**config.mk**
```make
export PLATFORM = sky130hd
export DESIGN_NAME = csrb_back_flat
export DESIGN_NICKNAME = d
export VERILOG_FILES = /design/src/hw/rtl/clipped_scaled_rect_blitter_core_macros.svh /design/src/hw/rtl/csrb_pkg.sv /design/src/hw/rtl/csrb_stream_if.sv /design/src/hw/rtl/csrb_back.sv /design/src/flat_wrapper.sv
export SDC_FILE = /design/constraint.sdc
export NUM_CORES = 1
export LEC_CHECK = 0
export BUFFER_PORTS_ARGS = -buffer_cell sky130_fd_sc_hd__buf_2
export CAP_MARGIN = 15
export CORE_MARGIN = 4
export CORE_UTILIZATION = 32
export DETAILED_ROUTE_END_ITERATION = 8
export PLACE_DENSITY = 0.75
export SYNTH_ARGS = -nofsm -noshare
export SYNTH_HDL_FRONTEND = slang
export SYNTH_SLANG_ARGS = --single-unit
```
**constraint.sdc**
```tcl
create_clock -name clk -period 1.45 [get_ports clk]
set_input_delay 0.2175 -clock clk [delete_from_list [all_inputs] [get_ports clk]]
set_output_delay 0.2175 -clock clk [all_outputs]
set_load 0.02 [all_outputs]
```
**src/hw/rtl/clipped_scaled_rect_blitter_core_macros.svh**
```systemverilog
// Assertion macros shared by the blitter RTL.
// Included by the top level only; it needs nothing else.
`ifndef CLIPPED_SCALED_RECT_BLITTER_CORE_MACROS_SVH
`define CLIPPED_SCALED_RECT_BLITTER_CORE_MACROS_SVH

// The consequent must hold in the same cycle as the antecedent.
`define CSRB_ASSERT_IMPL(label, clk, rst_n, ante, cons) \
	label: assert property (@(posedge clk) disable iff (!rst_n) (ante) |-> (cons)) \
		else $error("blitter check failed");

// The consequent must hold in the cycle after the antecedent.
`define CSRB_ASSERT_NEXT(label, clk, rst_n, ante, cons) \
	label: assert property (@(posedge clk) disable iff (!rst_n) (ante) |=> (cons)) \
		else $error("blitter check failed");

`endif

```
**src/hw/rtl/csrb_pkg.sv**
```systemverilog
// Shared types and constants of the clipped, scaled rectangle blitter.
// No dependencies; the front end, queue, write generator and top level use it.
package csrb_pkg;

	localparam int unsigned DISP_WIDTH_DEF  = 1024;
	localparam int unsigned DISP_HEIGHT_DEF = 1024;
	localparam int unsigned MAX_SCALE_DEF   = 8;

	localparam int unsigned COL_W      = 10;
	localparam int unsigned DIM_W      = 11;
	localparam int unsigned MAX_DIM    = 1024;
	localparam int unsigned SCALE_W    = 4;
	localparam int unsigned MODE_W     = 2;
	localparam int unsigned COORD_W    = 15;
	localparam int unsigned IDX_W      = 20;
	localparam int unsigned COLOR_W    = 32;
	localparam int unsigned CHAN_W     = 8;
	localparam int unsigned REG_IDX_W  = 3;
	localparam int unsigned CFG_DATA_W = 11;

	typedef enum logic [REG_IDX_W-1:0] {
		REG_DEST_X        = 3'd0,
		REG_DEST_Y        = 3'd1,
		REG_SRC_WIDTH     = 3'd2,
		REG_SRC_HEIGHT    = 3'd3,
		REG_SCALE_FACTOR  = 3'd4,
		REG_INPUT_MODE    = 3'd5,
		REG_OUTPUT_FORMAT = 3'd6
	} reg_idx_t;

	localparam logic [MODE_W-1:0] MODE_TRANSPARENT = 2'd1;
	localparam logic [MODE_W-1:0] MODE_SIGNED      = 2'd2;
	localparam logic              FMT_XRGB32       = 1'b1;

	typedef struct packed {
		logic [CHAN_W-1:0] red_in;
		logic [CHAN_W-1:0] green_in;
		logic [CHAN_W-1:0] blue_in;
	} pix_t;

	typedef struct packed {
		logic [IDX_W-1:0]   write_index;
		logic [COLOR_W-1:0] write_color;
		logic               last_write;
	} wr_t;

	// One kept source pixel, ready to be replicated.
	typedef struct packed {
		logic [IDX_W-1:0]   base;
		logic [COLOR_W-1:0] color;
		logic [SCALE_W-1:0] scale;
	} cmd_t;

endpackage

```
**src/hw/rtl/csrb_stream_if.sv**
```systemverilog
// Valid/ready stream channel carrying one payload item.
// The payload type is set per instance; depends on nothing.
interface csrb_stream_if #(
	parameter type data_t = logic
);
	logic  valid;
	logic  ready;
	data_t data;

	modport source(output valid, output data, input ready);
	modport sink(input valid, input data, output ready);
endinterface

```
**src/hw/rtl/csrb_back.sv**
```systemverilog
// Write generator: replicates the queue head over its scale by scale block,
// row by row, into a registered output. Uses csrb_pkg and csrb_stream_if.
module csrb_back #(
	parameter int unsigned DISP_WIDTH = csrb_pkg::DISP_WIDTH_DEF
) (
	input  logic           clk,
	input  logic           arst_n,
	input  logic           head_valid,
	input  csrb_pkg::cmd_t head,
	output logic           pop,
	csrb_stream_if.source  wr
);
	localparam int unsigned IW = csrb_pkg::IDX_W;

	logic [csrb_pkg::SCALE_W-1:0] kx_q, ky_q, s_last;
	logic [IW-1:0]                off_q, row_step;
	logic                         emit, col_end, blk_end;
	logic                         out_valid_q;
	csrb_pkg::wr_t                out_q;

	assign s_last   = head.scale - csrb_pkg::SCALE_W'(1);
	assign col_end  = (kx_q == s_last);
	assign blk_end  = col_end && (ky_q == s_last);
	// From the last column of one row to the first column of the next.
	assign row_step = IW'(DISP_WIDTH) - IW'(head.scale) + IW'(1);
	assign emit     = head_valid && (!out_valid_q || wr.ready);
	assign pop      = emit && blk_end;

	assign wr.valid = out_valid_q;
	assign wr.data  = out_q;

	always_ff @(posedge clk or negedge arst_n) begin
		if (!arst_n) begin
			kx_q        <= '0;
			ky_q        <= '0;
			off_q       <= '0;
			out_valid_q <= 1'b0;
		end else begin
			if (emit) begin
				out_valid_q <= 1'b1;
				if (blk_end) begin
					kx_q  <= '0;
					ky_q  <= '0;
					off_q <= '0;
				end else if (col_end) begin
					kx_q  <= '0;
					ky_q  <= ky_q + csrb_pkg::SCALE_W'(1);
					off_q <= off_q + row_step;
				end else begin
					kx_q  <= kx_q + csrb_pkg::SCALE_W'(1);
					off_q <= off_q + IW'(1);
				end
			end else if (wr.ready) begin
				out_valid_q <= 1'b0;
			end
		end
	end

	always_ff @(posedge clk) begin
		if (emit) begin
			out_q.write_index <= head.base + off_q;
			out_q.write_color <= head.color;
			out_q.last_write  <= blk_end;
		end
	end

endmodule

```
**src/flat_wrapper.sv**
```systemverilog
// flat-port wrapper written by rule: the top's interface ports become plain ports
module csrb_back_flat 
#(
	parameter int unsigned DISP_WIDTH = csrb_pkg::DISP_WIDTH_DEF
)
  (clk, arst_n, head_valid, head, pop, wr_valid, wr_data, wr_ready);
  csrb_stream_if wr_i ();
  input  logic clk;
  input  logic arst_n;
  input  logic head_valid;
  input  csrb_pkg::cmd_t head;
  output logic pop;
  output wire logic [$bits(wr_i.valid)-1:0] wr_valid;
  output wire logic [$bits(wr_i.data)-1:0] wr_data;
  input wire logic [$bits(wr_i.ready)-1:0] wr_ready;
  assign wr_valid = wr_i.valid;
  assign wr_data = wr_i.data;
  assign wr_i.ready = wr_ready;
  csrb_back #(.DISP_WIDTH(DISP_WIDTH)) u_core (.clk(clk), .arst_n(arst_n), .head_valid(head_valid), .head(head), .pop(pop), .wr(wr_i));
endmodule
```
==> results.py <==
metrics = {
    "timing": {
        "slew_violations": 0,
        "hold_ws_ps": 159,
        "post_route_setup_tns_ps": -426,
        "clock_skew_ps": 9.98,
        "timing.final.crit_share_pct": 115,
        "layout_setup_ws_ps": -224,
        "rsz0062_at_grt": "yes",
        "tightest_slew_ps": 248,
        "report.final.setup_viol": 6,
        "upper_clock_frequency_limit_ghz": 0.597,
        "period_needed_ps": 1670,
        "timing.final.hold_violations": 0,
        "timing.slew.headroom_pct": 83.4,
    },
    "clock_tree": {
        "htree_num_levels": 1,
        "clk_path_buf_depth": 2,
        "clkSinkCount": 10,
        "cts_buffers": 3,
        "cts_tree": "yes",
        "clk_latency_ps": 270,
        "worst_setup_hold_path_clk_slew_ps": 60,
        "cts-root-buf": "sky130_fd_sc_hd__clkbuf_4",
    },
    "power": {
        "peakVddDrop_uv": 541,
        "leakage_nw": 0.421,
        "pwr_density_cell_mw_per_mm2": 1320,
    },
    "synth": {
        "synth_compound_gate_area_share_pct": 12.9,
        "synth_area_sq_um": 652,
        "ys_warns": 0,
        "dominant_combinational_cell_family_by_area_after_synthesis": "simple AND/OR/NAND/NOR gates",
        "post_synthesis_xor_xnor_area_fraction_pct": 17.1,
        "yosysTopAreaCell": "sky130_fd_sc_hd__dfrtp_1",
        "yosys.area_share.adder_pct": 5.76,
        "syn-mean-instance-area_sq_um": 9.73,
        "synth.area.top_cells": "sky130_fd_sc_hd__dfrtp_1, sky130_fd_sc_hd__xor2_1, sky130_fd_sc_hd__ha_1, sky130_fd_sc_hd__xnor2_1, sky130_fd_sc_hd__nand2_1",
        "synth-seq-area-share_pct": 39.2,
        "share_of_synthesized_area_spent_on_multiplexers_pct": 0,
        "synth-seq-cells": 10,
        "synthCells": 67,
        "synth_top_area_share_pct": 34.5,
        "synthesis.nets": 130,
        "netlist-cell-type-count": 23,
        "synth_simple_gate_area_share_pct": 21.7,
    },
    "die": {
        "dieHeight_um": 53.1,
        "fp-row-count": 16,
        "design.core.area_sq_mm": 0.00194,
        "initial_utilization_pct": 33.6,
        "die-area_sq_mm": 0.00282,
        "io_pins": 63,
        "die-width_um": 53.1,
    },
    "finish": {
        "final_nets": 161,
        "area_growth_pct": 47.2,
        "antenna_diode_count": 0,
        "layout.cells.most_common": "sky130_fd_sc_hd__buf_4",
        "post_route_cells_drive_above_1_share_pct": 49.5,
        "filler_cell_count": 193,
        "layout.cells.most_common_list": "sky130_fd_sc_hd__buf_4, sky130_fd_sc_hd__buf_2, sky130_fd_sc_hd__dfrtp_1",
        "stdcell_count": 124,
    },
    "detailed_routing": {
        "drt_wl_cell_um": 12.1,
        "viasPerCell": 4.65,
        "detail-route-antenna-nets": 0,
        "via_count": 576,
        "initialDrtViolationCount": 7,
        "finalWirelength_um": 1500,
        "remaining_drc_errors": 0,
        "drt-pass1-iter-count": 4,
    },
    "placement": {
        "io_buffer_count": 10,
        "dp.cells": 116,
        "post_detailed_placement_half_perimeter_wirelength_um": 1150,
        "gp_congestion": 0.794,
    },
    "setup_path": {
        "worst_reg2reg_endpoint": "u_core.ky_q[2]",
        "critPathSlowestCell": "sky130_fd_sc_hd__dfrtp_1",
        "path_max_fanout": 2,
        "reg2reg_from": "u_core.kx_q[3]",
        "worstPathCellList": "xnor2_2 > xnor2_2 > nor3_4 > nand2_2 > nor2_2 > buf_6",
        "r2r_setup_slack_ps": -100,
        "critical-path-max-stage-delay_ps": 410,
        "cp_data_arrival_time_ps": 1460,
        "critPathMostFrequentCell": "sky130_fd_sc_hd__xnor2_2",
        "reg2reg_depth": 5,
        "crit_path_start_kind": "register",
        "criticalPathCategory": "register to primary output",
        "cp-end-kind": "primary output",
        "cp.required_ps": 1230,
    },
    "worst_hold_path": {
        "min-delay-path-class": "primary input to register",
        "whs_endpoint": "u_core.wr.valid",
        "worst_hold_start": "head_valid",
        "worst_hold_path.num_cells": 2,
    },
    "global_routing": {
        "antenna_found_initial": 0,
        "grt_max_degree": 10,
        "grt_pass1_vias": 562,
        "grt_remaining_overflow": 0,
        "track_usage_pct": 12.7,
        "first_pass_grt_wire_length_um": 2520,
    },
    "status": {
        "violated_checks": "setup timing",
        "run_status": "finished with violations",
    },
    "job": {
        "drv.max_cap_violation_count": 0,
    },
}
==> sequential cells by signal (all words and copies together) (netlist names) <==
register and flops:
u_core.ky_q 4, u_core.wr.data 1, u_core.kx_q 4, u_core.wr.valid 1
==> cell families (layout without fill, tap and decap cells) <==
family                   Yosys count  count (layout)
AO/OA/AOI/OAI                     13              13
XOR/XNOR                          11              11
adder cells (fa/ha/maj)            3               3
flip-flops                        10              10
AND/OR/NAND/NOR                   24              24
buffers and inverters              6              36
==> synth_stat cells <==
cell type and number:
sky130_fd_sc_hd__xor2_1 5, sky130_fd_sc_hd__nor3_1 1, sky130_fd_sc_hd__o211ai_1 1, sky130_fd_sc_hd__o21ai_0 5
sky130_fd_sc_hd__a211oi_2 1, sky130_fd_sc_hd__nand3_1 4, sky130_fd_sc_hd__o2bb2ai_1 2, sky130_fd_sc_hd__xnor2_1 4
sky130_fd_sc_hd__nand2b_1 3, sky130_fd_sc_hd__inv_1 6, sky130_fd_sc_hd__nor2_1 2, sky130_fd_sc_hd__o21ai_1 2
sky130_fd_sc_hd__o22ai_1 1, sky130_fd_sc_hd__ha_1 3, sky130_fd_sc_hd__or2_2 1, sky130_fd_sc_hd__xnor2_2 2
sky130_fd_sc_hd__dfrtp_1 9, sky130_fd_sc_hd__nand2_1 9, sky130_fd_sc_hd__nand4_1 1, sky130_fd_sc_hd__a21oi_1 1
sky130_fd_sc_hd__or3_4 1, sky130_fd_sc_hd__nor3_4 2, sky130_fd_sc_hd__edfxtp_1 1
==> stage by stage <==
| stage | instance area, sq um | total power [mW] | setup slack (ps) | utilization, % |
|---|---|---|---|---|
| finish | 960 | 1.27 | -224 | 49.4 |
| global placement | 841 | 0.943 | -195 | 43.3 |
| detailed placement | 841 | 0.973 | -236 | 43.3 |
| global route | 960 | 1.37 | -331 | 49.4 |
| CTS | 930 | 1.24 | -216 | 47.9 |
| floorplan | 667 | 0.764 | -24.0 | - |
==> final cells by class <==
type	instances	area (sq um)	share of cell area [%]
clock buffers	4	26.3	2.74
inverters	6	22.5	2.35
multi-input cells	51	439	45.8
flip-flops and latches	10	255	26.6
well taps	27	33.8	3.52
repair buffers	26	183	19.0
==> per-layer routing <==
layer | part of all wire, % | wire length (um) | vias to the layer above | track usage [%]
li1 | - | - | 293 | -
met3 | 4.0 | 60 | 2 | 3.38
met5 | 0 | 0 | - | 0
met1 | 45 | 682 | 268 | 16.3
met4 | 0.80 | 12 | 0 | 5.11
met2 | 50 | 747 | 13 | 20.0
==> worst max-delay path, delay by kind of cell, from the launching register on <==
kind	cells	cell delay (ps)
flops	1	410
buf+inv	1	120
simple gates	3	340
xor+xnor	2	320
==> where the power goes <==
| part | leakage, nW | switching (mW) | internal (mW) | total, mW |
|---|---|---|---|---|
| clock | 0.0150 | 0.106 | 0.106 | 0.212 |
| combinational | 0.296 | 0.310 | 0.319 | 0.629 |
| sequential | 0.111 | 0.0679 | 0.361 | 0.429 |
| total | 0.421 | 0.483 | 0.787 | 1.27 |
==> worst max-delay path by stage <==
stage / startpoint / to / slack, ps / cells past startpoint
4_1_cts: u_core.kx_q[3] / pop / -220 / 6
5_1_grt: u_core.kx_q[0] / pop / -330 / 6
3_3_place_gp: head[1] / u_core.ky_q[2] / -200 / 7
3_5_place_dp: head[1] / u_core.ky_q[2] / -240 / 8
2_1_floorplan: u_core.kx_q[3] / u_core.ky_q[2] / -20 / 5
6_report: u_core.kx_q[3] / pop / -220 / 6
==> repair_timing <==
action / CTS / global route
gates resized for setup: 8 / 7
pin swaps: 5 / 3
hold endpoints to repair: 9 / 0
endpoints found under the setup margin: 7 / 8
gates cloned: 0 / 0
buffers inserted: 3 / 1
hold buffers: 1 / 0
(Power assumes the default switching activity.)
