`src/hw/rtl/clipped_scaled_rect_blitter_core_macros.svh`:
```
// Assertion macros shared by the blitter RTL.
// Included by the top level only; it needs nothing else.
`ifndef CLIPPED_SCALED_RECT_BLITTER_CORE_MACROS_SVH
`define CLIPPED_SCALED_RECT_BLITTER_CORE_MACROS_SVH

// The consequent must hold in the same cycle as the antecedent.
`define CSRB_ASSERT_IMPL(label, clk, rst_n, ante, cons) \
	label: assert property (@(posedge clk) disable iff (!rst_n) (ante) |-> (cons)) \
		else $error("blitter check failed");

// The consequent must hold in the cycle after the antecedent.
`define CSRB_ASSERT_NEXT(label, clk, rst_n, ante, cons) \
	label: assert property (@(posedge clk) disable iff (!rst_n) (ante) |=> (cons)) \
		else $error("blitter check failed");

`endif

```
`src/hw/rtl/csrb_pkg.sv`:
```
// Shared types and constants of the clipped, scaled rectangle blitter.
// No dependencies; the front end, queue, write generator and top level use it.
package csrb_pkg;

	localparam int unsigned DISP_WIDTH_DEF  = 1024;
	localparam int unsigned DISP_HEIGHT_DEF = 1024;
	localparam int unsigned MAX_SCALE_DEF   = 8;

	localparam int unsigned COL_W      = 10;
	localparam int unsigned DIM_W      = 11;
	localparam int unsigned MAX_DIM    = 1024;
	localparam int unsigned SCALE_W    = 4;
	localparam int unsigned MODE_W     = 2;
	localparam int unsigned COORD_W    = 15;
	localparam int unsigned IDX_W      = 20;
	localparam int unsigned COLOR_W    = 32;
	localparam int unsigned CHAN_W     = 8;
	localparam int unsigned REG_IDX_W  = 3;
	localparam int unsigned CFG_DATA_W = 11;

	typedef enum logic [REG_IDX_W-1:0] {
		REG_DEST_X        = 3'd0,
		REG_DEST_Y        = 3'd1,
		REG_SRC_WIDTH     = 3'd2,
		REG_SRC_HEIGHT    = 3'd3,
		REG_SCALE_FACTOR  = 3'd4,
		REG_INPUT_MODE    = 3'd5,
		REG_OUTPUT_FORMAT = 3'd6
	} reg_idx_t;

	localparam logic [MODE_W-1:0] MODE_TRANSPARENT = 2'd1;
	localparam logic [MODE_W-1:0] MODE_SIGNED      = 2'd2;
	localparam logic              FMT_XRGB32       = 1'b1;

	typedef struct packed {
		logic [CHAN_W-1:0] red_in;
		logic [CHAN_W-1:0] green_in;
		logic [CHAN_W-1:0] blue_in;
	} pix_t;

	typedef struct packed {
		logic [IDX_W-1:0]   write_index;
		logic [COLOR_W-1:0] write_color;
		logic               last_write;
	} wr_t;

	// One kept source pixel, ready to be replicated.
	typedef struct packed {
		logic [IDX_W-1:0]   base;
		logic [COLOR_W-1:0] color;
		logic [SCALE_W-1:0] scale;
	} cmd_t;

endpackage

```
`src/hw/rtl/csrb_queue.sv`:
```
// Two-entry command queue between the front end and the write generator.
// Uses csrb_pkg for the command type.
module csrb_queue (
	input  logic           clk,
	input  logic           arst_n,
	input  logic           push,
	input  csrb_pkg::cmd_t push_cmd,
	output logic           full,
	input  logic           pop,
	output logic           head_valid,
	output csrb_pkg::cmd_t head
);
	csrb_pkg::cmd_t entry_q [2];
	logic           wr_ptr_q, rd_ptr_q;
	logic [1:0]     count_q;

	assign full       = (count_q == 2'd2);
	assign head_valid = (count_q != 2'd0);
	assign head       = entry_q[rd_ptr_q];

	always_ff @(posedge clk or negedge arst_n) begin
		if (!arst_n) begin
			wr_ptr_q <= 1'b0;
			rd_ptr_q <= 1'b0;
			count_q  <= 2'd0;
		end else begin
			if (push)
				wr_ptr_q <= !wr_ptr_q;
			if (pop)
				rd_ptr_q <= !rd_ptr_q;
			case ({push, pop})
				2'b10:   count_q <= count_q + 2'd1;
				2'b01:   count_q <= count_q - 2'd1;
				default: count_q <= count_q;
			endcase
		end
	end

	always_ff @(posedge clk) begin
		if (push)
			entry_q[wr_ptr_q] <= push_cmd;
	end

endmodule

```
`config.mk`:
```
export PLATFORM = sky130hd
export DESIGN_NAME = csrb_queue
export DESIGN_NICKNAME = d
export VERILOG_FILES = /design/src/hw/rtl/clipped_scaled_rect_blitter_core_macros.svh /design/src/hw/rtl/csrb_pkg.sv /design/src/hw/rtl/csrb_queue.sv
export SDC_FILE = /design/constraint.sdc
export NUM_CORES = 1
export LEC_CHECK = 0
export BUFFER_PORTS_ARGS = -buffer_cell sky130_fd_sc_hd__buf_2
export CAP_MARGIN = 20
export CORE_ASPECT_RATIO = 1.75
export CORE_UTILIZATION = 30
export CTS_BUF_LIST = sky130_fd_sc_hd__clkbuf_16
export DETAILED_ROUTE_END_ITERATION = 8
export SYNTH_ARGS = -nofsm -noshare
export SYNTH_HDL_FRONTEND = slang
export SYNTH_SLANG_ARGS = --single-unit
```
`constraint.sdc`:
```
create_clock -name clk -period 9.6 [get_ports clk]
set_input_delay 1.44 -clock clk [delete_from_list [all_inputs] [get_ports clk]]
set_output_delay 1.44 -clock clk [all_outputs]
set_load 0.01 [all_outputs]
```
==> impl_metrics.yaml, run 1 <==
outcome:
  status: "finished, final reports clean"
timing:
  fin_tns_setup_ps: 0
  slew_headroom_pct: 37.22
  hold_ws_ps: 484.5
  worst_pin_slew_ps: 941.7
  setup_ws_ps: 6121
  grt_setup_unrepaired: "false"
  report.final.slew_viol_count: 0
  period_needed_ps: 3479
  hold_viol_final: 0
  setup_violations: 0
  period_share_pct: 36.24
  clock.fmax_mhz: 287.5
  fin_skew_ps: 6.719
power:
  p_per_area_nw_per_um2: 305.2
  irDropWorstVdd_mv: 0.2687
  leakage_uw: 0.002207
routing:
  dr_total_vias: 2138
  detail-route-antenna-nets: 0
  drt-initial-drc-count: 87
  first_pass_iters: 4
  finalWirelength_um: 7703
  viasPerCell: 4.192
  wl_per_cell_um: 15.10
  drc: 0
place:
  pre_cts_ws_ps: 6485
  post_dp_cell_area_um2: 5127
  place_hpwl_um: 4819
  portBuffers: 117
  gp_congestion: 0.6582
cells_and_area:
  layout-drive-gt1-share_pct: 61.26
  layout_common_cells: "buf_2, edfxtp_1, mux2_4, mux2_2, clkbuf_16"
  layout_commonest_cell: "buf_2"
  postLayoutCellArea_um2: 5648
  syn2layout_area_growth_pct: 29.90
  antennaDiodeCount: 0
  num-nets-final: 383
clocking:
  cts_resized: 0
  cts_buffers: 17
  post_cts_buffers: 0
  cts-root-buf: "clkbuf_16"
  clock_latency_ps: 390
  ctsHoldBuffers: 0
  cts_tree: "done"
  cts_buffer_depth: 2
  clk_pin_slew_ps: 50
  htreeDepth: 4
  cts_sinks: 116
logic_synthesis:
  synthesis.area_um2: 4348
  syn_area_per_cell_um2: 22.88
  seq_area_frac_synth_pct: 79.65
  ys_ff_latch: 116
  yosysUniqueCellTypes: 14
  synthCells: 190
  yosys_warnings: 0
  synth_nets: 251
global_route:
  grt_usage_pct: 10.95
  overflow: 0
  grt_antenna_before_repair: 2
  grt_max_degree: 58
  grt_pass1_vias: 2317
  grt_pass1_wl_um: 11960
worst_setup_path:
  arrival_ps: 2040
  r2r_cells: 2
  r2r_slack_ps: 8000
  crit_type: "reg -> out"
  reg2reg_to: "entry_q[1][29]"
  path_cells: "mux2_2 -> buf_2"
  slowest_delay_ps: 1040
  required_ps: 8160
  cp_slowest_cell: "dfrtp_4"
  r2r_start: "wr_ptr_q"
  worstSetupEndpointType: "output pin"
  start_kind: "flip-flop"
  path_max_fanout: 57
floorplan:
  start_util_pct: 30.95
  core_area_um2: 14050
  chipHeight_um: 161.3
  rows: 57
  die-area_um2: 15000
  die_width_um: 93.01
  io_pins: 118
min_path:
  hold_depth: 1
  hp-class: "reg -> reg"
  min_to: "count_q[1]"
  min_from: "count_q[1]"
job:
  maxCapViolations: 0
-- layer usage --
| metal | wire length (um) | track usage, % | vias to the layer above | share of wire, % |
|---|---|---|---|---|
| li1 | - | - | 1010 | - |
| met1 | 2823 | 10.81 | 1053 | 37 |
| met2 | 4379 | 19.35 | 64 | 57 |
| met3 | 356 | 3.766 | 9 | 4.6 |
| met4 | 133 | 6.573 | 2 | 1.7 |
| met5 | 10 | 0 | - | 0.13 |
-- per-stage QoR --
stage | total power, uW | instances | utilization [%]
global route | 1812 | 510 | 40.20
CTS | 1758 | 510 | 40.20
finish | 1724 | 510 | 40.20
floorplan | 1042 | 190 | -
global placement | 1192 | 480 | 36.49
detailed placement | 1199 | 480 | 36.49
-- sequential cells by signal, indices dropped and copies added, names as in the netlist --
signal and count:
wr_ptr_q 1, entry_q 112, rd_ptr_q 1, count_q 2
-- synth_stat cells (all sizes together) --
cell type | instances | area, um2
and2 | 1 | 6.260
xor2 | 3 | 26.28
nor2b | 1 | 6.260
inv | 1 | 3.750
or2 | 1 | 6.260
dfrtp | 4 | 100.1
ha | 1 | 12.51
mux2 | 56 | 743.2
buf | 6 | 55.05
xnor2 | 2 | 17.52
edfxtp | 112 | 3363
nor2 | 2 | 7.510
-- worst max path at each step --
stage	startpoint	end	slack (ps)
after detailed placement	rd_ptr_q	head[9]	6490
after floorplan	push	entry_q[0][0]	5280
final	rd_ptr_q	head[9]	6120
after CTS	rd_ptr_q	head[9]	6040
after global placement	rd_ptr_q	head[9]	6480
after global routing	rd_ptr_q	head[9]	6000
-- power breakdown --
group	internal [uW]	total [uW]	switching, uW
clock network	346	550	204
registers	675	758	82.9
logic	232	416	184
-- cells by family after synthesis --
group	Yosys count	synth area share [%]
fa+ha+maj	1	0.2877
flops	116	79.65
buf+inv	7	1.352
xor+xnor	5	1.007
mux	56	17.09
simple gates	5	0.6047
-- worst max-delay path, delay by kind of cell (launching register included) --
| family | cells | cell delay, ps |
|---|---|---|
| flops | 1 | 1040 |
| mux | 1 | 440 |
| buf+inv | 1 | 150 |
-- cell type report --
| type | instances | area (um2) |
|---|---|---|
| Multi-Input combinational cell | 67 | 834.6 |
| Tap cell | 177 | 221.5 |
| Fill cell | 1287 | 8402 |
| Clock inverter | 13 | 95.09 |
| Timing Repair Buffer | 119 | 600.6 |
| Inverter | 1 | 3.754 |
| Sequential cell | 116 | 3467 |
| Clock buffer | 17 | 425.4 |
Note: power is estimated with default switching activity, not from simulation.
==> inputs of run 2 (changes only) <==
clock period = 3.1 ns   (was 9.6 ns; I/O delays follow)
==> run 2 against run 1 <==
Clock-buffer cell count did not move. Core utilization rose by 0.93 points. First-iteration DRC count rose by 2.3%. Clock power rose to 3.5 times the previous value. Sequential share of layout area fell by 1.4 points. Wire length rose by 4.5%. Register-to-register slack got worse by 6600 ps. Critical path depth rose by 1. Worst setup slack got worse by 5600 ps. Critical path type unchanged. Largest cell class unchanged.
==> impl_metrics.yaml, run 2 (synthesis results as in run 1) <==
cells_and_area:
  post-route-util_pct: 41.13
  top_register: "entry_q"
  layout_common_cells: "buf_2, edfxtp_1, mux2_4, mux2_2, clkbuf_16"
  largest_register_ffs: 112
  syn2layout_area_growth_pct: 32.89
  layout-drive-gt1-share_pct: 61.24
  fillers: 1281
  multi_input_area_um2: 834.6
  regArea_um2: 3467
  num-nets-final: 386
  layout_commonest_cell: "buf_2"
  largestRegisters: "entry_q x112, count_q x2"
power:
  clkPwrFrac_pct: 34.7
  leakage_uw: 0.002279
  p_per_area_nw_per_um2: 974.2
  combPwrFrac_pct: 24.1
  p_sw_uw: 1474
  power_uw: 5629
  intPower_uw: 4155
  irDropWorstVdd_mv: 0.9047
  p_sw_share_pct: 26.18
  p_seq_share_pct: 41.2
routing:
  detail-route-antenna-nets: 0
  finalWirelength_um: 8052
  viasPerCell: 4.254
  first_pass_iters: 4
  drc: 0
  dr_total_vias: 2195
  wl_per_cell_um: 15.60
  drt-initial-drc-count: 89
timing:
  setup_ws_ps: 522.1
  report.final.slew_viol_count: 0
  period_needed_ps: 2578
  hold_viol_final: 0
  grt_setup_unrepaired: "false"
  setup_violations: 0
  clock.fmax_mhz: 387.9
  slew_headroom_pct: 46.55
  fin_tns_setup_ps: 0
  fin_skew_ps: 4.060
  worst_pin_slew_ps: 801.8
  period_share_pct: 83.16
worst_setup_path:
  crit_type: "reg -> out"
  arrival_ps: 2110
  worstSetupEndpointType: "output pin"
  path_max_fanout: 47
  required_ps: 2630
  start_kind: "flip-flop"
clocking:
  cts_sinks: 116
  htreeDepth: 4
  cts_tree: "done"
  cts-root-buf: "clkbuf_16"
  cts_buffer_depth: 2
  cts_buffers: 17
  clk_pin_slew_ps: 50
  cts_resized: 0
  clock_latency_ps: 400
place:
  portBuffers: 117
  pre_cts_ws_ps: 901.6
  gp_congestion: 0.7299
  place_hpwl_um: 5383
floorplan:
  die-area_um2: 15000
  chipHeight_um: 161.3
  io_pins: 118
  die_width_um: 93.01
  rows: 57
  core_area_um2: 14050
  start_util_pct: 30.95
min_path:
  hp-class: "in -> reg"
outcome:
  status: "finished, final reports clean"
global_route:
  overflow: 0
  grt_antenna_before_repair: 1
  grt_pass1_vias: 2382
  grt_max_degree: 48
  grt_usage_pct: 11.45
  grt_pass1_wl_um: 12360
job:
  maxCapViolations: 0
run 2: cell count changes in the layout (fill, tap and decap cells not counted), sizes merged:
cell / delta
diode: +1
buf: +2
bufinv: +3
clkinvlp: -1
dlygate4sd3: +1
clkinv: -3
inv: +3
run 2: critical path, stage by stage, from the launching register on:
cell     delay (ps)
dfrtp_4         930
buf_4           320
mux2_4          310
buf_2           140
run 2: what timing repair did:
action / 4_1_cts / 5_1_grt
hold buffers: 1 / 0
setup endpoints to repair: 0 / 0
hold endpoints to repair: 4 / 0
buffers inserted: 0 / 0
run 2: final timing paths:
kind | slack, ps | end | depth (start not counted) | start
setup / recovery | 520 | head[28] | 3 | rd_ptr_q
hold / removal | 260 | entry_q[1][47] | 1 | push_cmd[47]
setup reg to reg | 1360 | entry_q[1][30] | 2 | wr_ptr_q
hold reg to reg | 500 | count_q[1] | 1 | count_q[1]
max in group asynchronous | 2550 | rd_ptr_q | 2 | arst_n
min in group asynchronous | 400 | count_q[1] | 2 | arst_n
run 2: area by class of cell:
type / count / share of cell area, %
multi-input combinational: 67 / 14.44
clock inverter: 15 / 2.988
inverter: 1 / 0.06496
antenna: 1 / 0.04331
sequential: 116 / 60.00
tap: 177 / 3.833
clock buffer: 17 / 7.362
timing repair buffer: 122 / 11.26
run 2: power groups by stage:
stage	Combinational (uW)	Clock (uW)	Sequential [uW]
floorplan	1030	0	2190
global placement	1370	0	2340
detailed placement	1390	0	2360
CTS	1390	1990	2330
global route	1460	2070	2360
finish	1360	1950	2320
run 2: per-stage QoR:
stage          hold slack, ps  std cells  cell area, um2
5_1_grt                 228.8        516            5778
6_report                255.2        516            5778
3_3_place_gp            273.1        482            5167
2_1_floorplan           169.4        190            4350
3_5_place_dp            278.2        482            5167
4_1_cts                 233.7        515            5776
run 2: layer usage:
metal | GRT usage, % | wire length [um] | part of all wire, %
met3 | 3.625 | 343 | 4.3
met1 | 10.09 | 2712 | 34
met2 | 21.36 | 4729 | 59
met5 | 0 | 0 | 0
met4 | 7.692 | 267 | 3.3
==> inputs of run 3 (changes only) <==
ABC_AREA = 1   (was default)
clock period = 2.7 ns   (was 3.1 ns; I/O delays follow)
==> run 3 against run 2 <==
Clock-buffer cell count did not move. Wire length rose by 1.8%. Sequential power rose by 13%. Clock skew rose by 2.6 ps. Register-to-register slack got worse by 320 ps. Combinational power rose by 7%. Critical path type unchanged. Largest cell class unchanged. Highest routed layer is now met5.
==> impl_metrics.yaml, run 3 <==
clocking:
  cts-root-buf: "clkbuf_16"
  cts_sinks: 116
  clock_latency_ps: 390
  htreeDepth: 4
  cts_buffer_depth: 2
  cts_tree: "done"
  cts_buffers: 17
  clk_pin_slew_ps: 50
timing:
  setup_violations: 0
  slew_headroom_pct: 56.84
  worst_pin_slew_ps: 647.4
  fin_tns_setup_ps: 0
  period_needed_ps: 2252
  grt_setup_unrepaired: "false"
  report.final.slew_viol_count: 0
  fin_skew_ps: 6.622
  period_share_pct: 83.39
  clock.fmax_mhz: 444.1
  hold_viol_final: 0
place:
  portBuffers: 117
  gp_congestion: 0.7123
  dp.cells: 603
  post_dp_cell_area_um2: 5135
  place_hpwl_um: 5656
routing:
  drc: 0
  first_pass_iters: 4
  finalWirelength_um: 8196
  drt-initial-drc-count: 167
  dr_total_vias: 2651
  viasPerCell: 4.168
  wl_per_cell_um: 12.89
  detail-route-antenna-nets: 0
power:
  irDropWorstVdd_mv: 0.6063
  power_uw: 6221
  p_per_area_nw_per_um2: 1088
  leakage_uw: 0.002458
worst_setup_path:
  path_max_fanout: 75
  arrival_ps: 1850
  crit_type: "reg -> out"
  start_kind: "flip-flop"
  worstSetupEndpointType: "output pin"
  required_ps: 2300
logic_synthesis:
  synth_edf_count: 112
  synthesis.area_um2: 4354
  seq_area_frac_synth_pct: 79.54
  yosysUniqueCellTypes: 15
  synth_top_area_cell: "edfxtp_1"
  synthFlopType: "edfxtp_1"
  syn_area_per_cell_um2: 13.78
  synth_nets: 377
  synth.most_common_cell: "edfxtp_1"
  synthCells: 316
  synth.area.top_cells: "edfxtp_1, o21ai_0, inv_1, nand2_1, dfrtp_1"
  yosys-top-cells-count: "edfxtp_1, inv_1, nand2_1"
  yosys_warnings: 0
  ys_async_sr_fraction_pct: 3.448
  ys_ff_latch: 116
  synth_top_area_share_pct: 77.24
cells_and_area:
  fillers: 1334
  layout.cells.non_filler: 636
  postLayoutCellArea_um2: 5719
  top_register: "entry_q"
  layout_commonest_cell: "buf_2"
  num-nets-final: 507
  regArea_um2: 3467
  post-route-util_pct: 40.71
  layout-drive-gt1-share_pct: 33.48
  multi_input_area_um2: 578.1
  syn2layout_area_growth_pct: 31.35
  layout_common_cells: "buf_2, edfxtp_1, inv_1, nand2_1, o21ai_0"
  largestRegisters: "entry_q x112, count_q x2"
  largest_register_ffs: 112
floorplan:
  chipHeight_um: 161.4
  die-area_um2: 15020
  start_util_pct: 30.99
  rows: 57
  io_pins: 118
  core_area_um2: 14050
  die_width_um: 93.07
global_route:
  grt_antenna_before_repair: 3
  grt_max_degree: 76
  grt_usage_pct: 11.63
  overflow: 0
  grt_pass1_vias: 2678
  grt_pass1_wl_um: 12920
min_path:
  hp-class: "in -> reg"
outcome:
  status: "finished, final reports clean"
job:
  maxCapViolations: 0
run 3: cell types whose count changed in the layout (fill, tap and decap cells not counted), sizes merged, moves of 2 or more:
cell,delta
clkinv,+2
inv,+59
mux2,-56
nand2,+62
o21ai,+56
run 3: area by class of cell:
class | count | area share (%)
Tap cell | 177 | 3.872
Clock inverter | 13 | 2.516
Clock buffer | 17 | 7.438
Sequential cell | 116 | 60.62
Antenna cell | 2 | 0.08751
Inverter | 62 | 4.069
Multi-Input combinational cell | 126 | 10.11
Timing Repair Buffer | 123 | 11.29
run 3: logic make-up after synthesis:
logic type      count (synthesis)  synth area share, %
compound gates                 56                6.437
xor+xnor                        3               0.6036
fa+ha+maj                       1               0.2873
buf+inv                        74                7.356
flops                         116                79.54
simple gates                   66                5.776
run 3: final timing paths:
kind	from	endpoint	slack, ps	cells past startpoint
worst max-delay path	rd_ptr_q	head[21]	450	4
worst min-delay path	push_cmd[13]	entry_q[1][13]	200	1
worst max register to register	wr_ptr_q	entry_q[1][32]	1040	3
worst min register to register	count_q[1]	count_q[1]	490	2
max in group asynchronous	arst_n	rd_ptr_q	2210	2
min in group asynchronous	arst_n	rd_ptr_q	350	2
run 3: repair_timing:
item / CTS / global route
gates resized for setup: 0 / 0
hold buffers: 1 / 0
hold endpoints to repair: 4 / 0
buffers inserted: 0 / 0
run 3: through the flow:
stage	hold WS, ps	worst slack (ps)
after floorplan	109.4	382.9
after global placement	215.1	867.0
after detailed placement	217.9	834.0
after CTS	179.4	405.1
after global routing	171.7	282.5
final	195.4	448.4
run 3: worst max-delay path: stages, from the launching register on:
cell     delay, ps
dfrtp_4        850
buf_12         270
nand2_1         70
o21ai_0         90
buf_2          170
run 3: per-layer routing:
layer | wire length (um) | GRT usage, %
met1 | 3020 | 11.17
met2 | 4591 | 21.19
met3 | 410 | 3.955
met4 | 161 | 6.434
met5 | 13 | 0
run 3: where the power goes:
part | switching (uW) | internal, uW | leakage, uW | total (uW)
sequential | 229 | 2400 | 0.00110 | 2630
combinational | 894 | 552 | 0.00107 | 1450
clock | 729 | 1420 | 0.000287 | 2150
